[src/irc_line_tokenizer_macros.svh]
// Assertion macros shared by the IRC line tokenizer RTL.
`ifndef IRC_LINE_TOKENIZER_MACROS_SVH
`define IRC_LINE_TOKENIZER_MACROS_SVH

// Property that must hold at every clock edge outside reset.
`define IRCT_ASSERT(label, prop, msg) \
   label: assert property (@(posedge clock) disable iff (reset) (prop)) \
      else $error(msg);

// When ante holds at one edge, cons must hold at the next edge.
`define IRCT_ASSERT_NEXT(label, ante, cons, msg) \
   label: assert property (@(posedge clock) disable iff (reset) (ante) |=> (cons)) \
      else $error(msg);

`endif

[src/irct_pkg.sv]
// Types, codes and constants for the IRC line tokenizer.
package irct_pkg;

   localparam int unsigned MAX_ARGS = 15;

   localparam logic [7:0] COLON = 8'h3A;

   localparam logic [2:0] CLS_SKIP  = 3'd0;
   localparam logic [2:0] CLS_SRC   = 3'd1;
   localparam logic [2:0] CLS_CMD   = 3'd2;
   localparam logic [2:0] CLS_MID   = 3'd3;
   localparam logic [2:0] CLS_TRAIL = 3'd4;

   localparam logic [1:0] ST_OK        = 2'd0;
   localparam logic [1:0] ST_EMPTY     = 2'd1;
   localparam logic [1:0] ST_NO_CMD    = 2'd2;

   localparam logic [3:0] MAX_ARGS_VAL = 4'(MAX_ARGS);

   typedef enum logic [2:0] {
      PH_LEAD   = 3'd0,
      PH_PREFIX = 3'd1,
      PH_PRECMD = 3'd2,
      PH_CMD    = 3'd3,
      PH_ARGWS  = 3'd4,
      PH_MIDDLE = 3'd5,
      PH_TRAIL  = 3'd6,
      PH_IGNORE = 3'd7
   } phase_type;

   typedef struct packed {
      logic [7:0] in_byte;
      logic       last;
   } req_type;

   typedef struct packed {
      logic [2:0] token_class;
      logic [3:0] arg_index;
      logic [7:0] out_byte;
      logic       line_done;
      logic [1:0] status;
      logic [3:0] arg_count;
   } rsp_type;

   typedef struct packed {
      phase_type  phase;
      logic [3:0] args_seen;
   } parse_state_type;

   function automatic logic is_ws(input logic [7:0] b);
      return (b == 8'h20) || ((b >= 8'h09) && (b <= 8'h0D));
   endfunction

   function automatic logic [7:0] upcase(input logic [7:0] b);
      return ((b >= 8'h61) && (b <= 8'h7A)) ? (b - 8'h20) : b;
   endfunction

endpackage

[src/irct_step.sv]
// Next-state and tagging logic for one byte of an IRC line.
module irct_step import irct_pkg::*; (
   input  parse_state_type cur,
   input  req_type         req_item,
   output parse_state_type nxt,
   output rsp_type         rsp_item
);

   logic            ws;
   logic [7:0]      b;
   parse_state_type mid;
   logic [3:0]      prev_idx;

   always_comb begin
      b        = req_item.in_byte;
      ws       = is_ws(b);
      prev_idx = cur.args_seen - 4'd1;
      mid      = cur;
      rsp_item = '0;
      rsp_item.token_class = CLS_SKIP;
      rsp_item.out_byte    = b;
      rsp_item.line_done   = req_item.last;

      case (cur.phase)
         PH_LEAD: begin
            if (ws) begin
               mid.phase = PH_LEAD;
            end else if (b == COLON) begin
               mid.phase = PH_PREFIX;
            end else begin
               rsp_item.token_class = CLS_CMD;
               rsp_item.out_byte    = upcase(b);
               mid.phase            = PH_CMD;
            end
         end
         PH_PREFIX: begin
            if (ws) begin
               mid.phase = PH_PRECMD;
            end else begin
               rsp_item.token_class = CLS_SRC;
            end
         end
         PH_PRECMD: begin
            if (!ws) begin
               rsp_item.token_class = CLS_CMD;
               rsp_item.out_byte    = upcase(b);
               mid.phase            = PH_CMD;
            end
         end
         PH_CMD: begin
            if (ws) begin
               mid.phase = PH_ARGWS;
            end else begin
               rsp_item.token_class = CLS_CMD;
               rsp_item.out_byte    = upcase(b);
            end
         end
         PH_ARGWS: begin
            if (ws) begin
               mid.phase = PH_ARGWS;
            end else if (cur.args_seen >= MAX_ARGS_VAL) begin
               mid.phase = PH_IGNORE;
            end else if (b == COLON) begin
               // delimiting colon opens the trailing argument
               mid.args_seen = cur.args_seen + 4'd1;
               mid.phase     = PH_TRAIL;
            end else begin
               rsp_item.token_class = CLS_MID;
               rsp_item.arg_index   = cur.args_seen;
               mid.args_seen        = cur.args_seen + 4'd1;
               mid.phase            = PH_MIDDLE;
            end
         end
         PH_MIDDLE: begin
            if (ws) begin
               mid.phase = PH_ARGWS;
            end else begin
               rsp_item.token_class = CLS_MID;
               rsp_item.arg_index   = prev_idx;
            end
         end
         PH_TRAIL: begin
            rsp_item.token_class = CLS_TRAIL;
            rsp_item.arg_index   = prev_idx;
         end
         PH_IGNORE: begin
            mid.phase = PH_IGNORE;
         end
         default: begin
            mid.phase = PH_IGNORE;
         end
      endcase

      nxt = mid;
      if (req_item.last) begin
         // status follows the phase reached after this byte
         if (mid.phase == PH_LEAD) begin
            rsp_item.status = ST_EMPTY;
         end else if ((mid.phase == PH_PREFIX) || (mid.phase == PH_PRECMD)) begin
            rsp_item.status = ST_NO_CMD;
         end else begin
            rsp_item.status    = ST_OK;
            rsp_item.arg_count = mid.args_seen;
         end
         nxt.phase     = PH_LEAD;
         nxt.args_seen = 4'd0;
      end
   end

endmodule

[src/irc_line_tokenizer.sv]
// Top level of the IRC line tokenizer: parse state and result register.
// Latency: a byte accepted at one edge shows its result from the next cycle on.
// Throughput: one byte per cycle while the result is being taken; the only loop is the phase/argument-count register.
// Reset clears the parse state to the leading-whitespace phase and empties the result.
`include "irc_line_tokenizer_macros.svh"

module irc_line_tokenizer import irct_pkg::*; (
   input  logic    clock,
   input  logic    reset,
   input  logic    req_valid,
   output logic    req_ready,
   input  req_type req_item,
   output logic    rsp_valid,
   input  logic    rsp_ready,
   output rsp_type rsp_item
);

   parse_state_type state_ff;
   parse_state_type state_in;
   logic            rsp_valid_ff;
   logic            rsp_valid_in;
   rsp_type         rsp_item_ff;
   rsp_type         rsp_item_in;
   rsp_type         step_rsp;
   logic            req_fire;

   irct_step u_step (
      .cur      (state_ff),
      .req_item (req_item),
      .nxt      (state_in),
      .rsp_item (step_rsp)
   );

   // take a new item whenever the result slot is empty or draining
   assign req_ready = !rsp_valid_ff || rsp_ready;
   assign req_fire  = req_valid && req_ready;

   always_comb begin
      rsp_valid_in = rsp_valid_ff;
      rsp_item_in  = rsp_item_ff;
      if (req_fire) begin
         rsp_valid_in = 1'b1;
         rsp_item_in  = step_rsp;
      end else if (rsp_ready) begin
         rsp_valid_in = 1'b0;
      end
   end

   always_ff @(posedge clock) begin
      if (reset) begin
         state_ff.phase     <= PH_LEAD;
         state_ff.args_seen <= 4'd0;
         rsp_valid_ff       <= 1'b0;
      end else begin
         if (req_fire) begin
            state_ff <= state_in;
         end
         rsp_valid_ff <= rsp_valid_in;
      end
   end

   always_ff @(posedge clock) begin
      rsp_item_ff <= rsp_item_in;
   end

   assign rsp_valid = rsp_valid_ff;
   assign rsp_item  = rsp_item_ff;

   `IRCT_ASSERT(a_args_bound, state_ff.args_seen <= MAX_ARGS_VAL, "argument count past limit")
   `IRCT_ASSERT_NEXT(a_line_clear, req_fire && req_item.last, (state_ff.phase == PH_LEAD) && (state_ff.args_seen == 4'd0), "state not cleared after last byte")
   `IRCT_ASSERT_NEXT(a_fire_result, req_fire, rsp_valid_ff, "accepted item produced no result")
   `IRCT_ASSERT(a_count_ok_only, !rsp_valid_ff || (rsp_item_ff.status == ST_OK) || (rsp_item_ff.arg_count == 4'd0), "argument count on failed line")
   `IRCT_ASSERT(a_index_class, !rsp_valid_ff || (rsp_item_ff.token_class == CLS_MID) || (rsp_item_ff.token_class == CLS_TRAIL) || (rsp_item_ff.arg_index == 4'd0), "argument index outside argument")

endmodule

[config.mk]
export PLATFORM = sky130hd
export DESIGN_NAME = irc_line_tokenizer
export DESIGN_NICKNAME = d
export VERILOG_FILES = /design/src/irct_pkg.sv /design/src/irct_step.sv /design/src/irc_line_tokenizer.sv
export VERILOG_INCLUDE_DIRS = /design/src /design/src/src
export SDC_FILE = /design/constraint.sdc
export NUM_CORES = 1
export LEC_CHECK = 0
export BUFFER_PORTS_ARGS = -buffer_cell sky130_fd_sc_hd__buf_2
export CAP_MARGIN = 20
export CORE_ASPECT_RATIO = 1.2
export CORE_MARGIN = 10
export CORE_UTILIZATION = 58
export CTS_CLUSTER_DIAMETER = 40
export DETAILED_ROUTE_END_ITERATION = 12
export PLACE_DENSITY = 0.95
export REMOVE_ABC_BUFFERS = 1
export SYNTH_ARGS = -nofsm -noshare
export SYNTH_HDL_FRONTEND = slang
export SYNTH_HIERARCHICAL = 1
export SYNTH_SLANG_ARGS = --single-unit
[constraint.sdc]
create_clock -name clock -period 4.7 [get_ports clock]
set_input_delay 1.41 -clock clock [delete_from_list [all_inputs] [get_ports clock]]
set_output_delay 1.41 -clock clock [all_outputs]
set_load 0.02 [all_outputs]
==> impl_metrics.csv <==
group,metric,value,unit
global_route,grt_pass1_wl,6500,µm
clocking,cts_sinks,30,
place,pre_cts_slack,1380,ps
critical_path,cpMostUsedCell,"buf_2",
synth,synth_ff_type,"edfxtp_1",
sta,post-route-min-period,3310,ps
drt,dr.pass1.iters,5,
critical_path,startpoint_type,"input port",
clocking,post_cts_buffers,0,
clocking,root_buffer,"clkbuf_4",
power,intPower,375,µW
place,post_dp_cell_area,1900,µm²
global_route,antenna_found_initial,0,
critical_path,worst_ep_required_time,3290,ps
synth,synthesis.area,1800,µm²
job,drv_cap,0,
floorplan,core_area,3030,µm²
floorplan,io_pins,37,
floorplan,start_util,59.3,%
power,p_seq_share,59.1,%
drt,vias,1386,
clocking,cts_tree,"done",
place,gp_congestion,0.860,
floorplan,die_x,70.8,µm
drt,wl,3710,µm
drt,vias_per_cell,5.92,
cells_and_area,num-nets-final,214,
clocking,ctsHtreeMaxLevel,2,
synth,yosys.cell_types.count,48,
sta,tns,0,ps
synth,syn_avg_cell_area,10.6,µm²
power,p_sw,137,µW
critical_path,critPathKind,"in2out",
critical_path,end_kind,"output port",
global_route,grt_usage,13.9,%
power,p_per_area,262,nW/µm²
sta,setup_violations,0,
global_route,met2_usage,23.8,%
global_route,grt_overflow,0,
critical_path,path_cells,"buf_2, nand2b_4, buf_2",
global_route,top_usage_layer,"met2",
clocking,clk-insertion-delay-late,330,ps
sta,fin_worst_skew,3.66,ps
drt,ant_nets,0,
drt,drcViolationCount,0,
sta,holdWs,648,ps
floorplan,die_y,81.0,µm
run_status,status,"finished, final reports clean",
place,dp_hpwl,2730,µm
synth,synth_edf_count,22,
clocking,cts_buffers,5,
critical_path,worstPathMaxFanout,17,
drt,drt_iter0_drc,123,
sta,layout_setup_ws,1390,ps
power,power,512,µW
sta,relSlewSlack,34.6,%
synth,syn_inst,170,
critical_path,cp_top_family,"buffers and inverters",
sta,post-route-period-util,70.5,%
cells_and_area,syn2layout_area_growth,8.57,%
critical_path,max_stage_delay,200,ps
floorplan,fp.dieArea,5730,µm²
global_route,grt_max_degree,23,
place,io_buffers,36,
critical_path,crit_slowest_cell,"nand2b_4",
drt,wl_per_cell,15.9,µm
cells_and_area,diodes,0,
sta,hold_viol_final,0,
power,swShare,26.8,%
clocking,cts_buffer_depth,2,
synth,ys_ff_latch,30,
critical_path,cp_data_arrival_time,1900,ps
sta,tightestPinTransition,981,ps
cells_and_area,drive_above_1_share,32.3,%
power,ir_worst_vdd,0.183,mV
global_route,grtUsageMet3,4.76,%
global_route,grtUsageMet1,15.2,%
critical_path,critPathBufInv,2,
power,clkPwrFrac,27.7,%
synth,synth_warnings,6,
sta,slew_violations,0,
power,leakage,0.772,nW
sta,rsz0062_at_grt,"no",
clocking,holdBufCountCts,0,
global_route,grt_pass1_vias,1368,
min_path,hp-class,"reg2reg",
cells_and_area,fin_area,1950,µm²
synth,synth_seq_area_share,45.7,%
clocking,cts-resized-gates,0,
power,pwr-share-comb,13.3,%
sta,fmax,302,MHz
clocking,clk_pin_slew,90,ps
floorplan,std_cell_rows,22,
synth,synthArstFlopShare,0,%
## cell type report
cell class | count | area (µm²)
multi-input combinational | 116 | 825
sequential | 30 | 821
tap | 36 | 45.0
fill | 259 | 1080
inverter | 8 | 30.0
clock buffer | 6 | 41.3
clock inverter | 2 | 8.76
timing repair buffer | 36 | 180
## logic make-up (layout without fill, tap and decap cells)
group / Yosys count / count (layout) / synth area share, %
flops: 30 / 30 / 45.7
compound gates: 49 / 49 / 20.5
fa+ha+maj: 4 / 4 / 2.79
simple gates: 62 / 62 / 22.0
mux: 1 / 1 / 0.557
buf+inv: 24 / 52 / 8.43
## state kept, by name, summed over array words and instances (netlist names)
signal,flops
rsp_item,22
rsp_valid,1
state_ff,7
## tightest hold or removal path, delay by kind of cell (launching register included)
family | cells | cell delay [ps]
DFF | 1 | 350
and+or+nand+nor | 1 | 170
AOI/OAI and AO/OA | 1 | 80
## cell usage after synthesis (all sizes together), types with 2 or more instances
library cell,count,area [µm²]
or2,2,12.5
clkbuf,4,15.0
nand2,4,15.0
a31oi,3,18.8
o21bai,3,26.3
nor4b,2,38.8
or3,3,18.8
a211oi,2,15.0
nor2,12,47.6
buf,12,106
nand3,13,65.1
inv,8,30.0
edfxtp,22,661
nor4,2,18.8
o31a,2,17.5
or4,2,15.0
dfxtp,8,160
nor3,6,40.0
nand2b,4,32.5
ha,4,50.1
a21o,3,22.5
and3,4,25.0
a21oi,19,121
a21bo,7,70.1
o21ai,6,37.5
## metal layers
layer  wire [µm]  part of all wire (%)
met3         312                   8.4
met4          89                   2.4
met5           0                     0
met2        1890                    51
met1        1420                    38
## power by group through the flow
| stage | sequential, mW | clock [mW] | combinational [mW] |
|---|---|---|---|
| floorplan | 0.322 | 0 | 0.0248 |
| global placement | 0.308 | 0 | 0.0663 |
| detailed placement | 0.309 | 0 | 0.0681 |
| CTS | 0.302 | 0.146 | 0.0683 |
| global route | 0.304 | 0.156 | 0.0745 |
| finish | 0.302 | 0.142 | 0.0680 |
## placed cells by master, fill, tap and decap left out, types with 2 or more instances in the layout
master and instances:
o21ai_2 2, nand3_1 13, nor2_1 11, a21oi_2 7, o21ai_0 4, dfxtp_1 8, and3_1 4, o21bai_1 2
nor3_1 4, o31a_1 2, a31oi_1 3, or3_1 3, or2_2 2, clkbuf_4 5, edfxtp_1 22, or4_1 2
a211oi_1 2, nand2b_1 3, nor3_2 2, a21bo_1 7, buf_2 36, a21oi_1 12, a21o_1 3, ha_1 4
inv_1 8, nand2_1 4
## metrics by stage
step | utilization [%] | std cells
5_1_grt | 64.4 | 234
3_5_place_dp | 62.8 | 226
3_3_place_gp | 62.8 | 226
6_report | 64.4 | 234
4_1_cts | 64.4 | 234
2_1_floorplan | - | 154
## path summary, 6_finish.rpt
path                     from     endpoint  slack, ps  cells after the start
setup reg to reg  state_ff[6]  state_ff[3]       2650                      7
setup / recovery    rsp_ready    req_ready       1390                      3
hold reg to reg     rsp_valid    rsp_valid        650                      2
hold / removal      rsp_valid    rsp_valid        650                      2
Note: power is estimated with default switching activity, not from simulation.
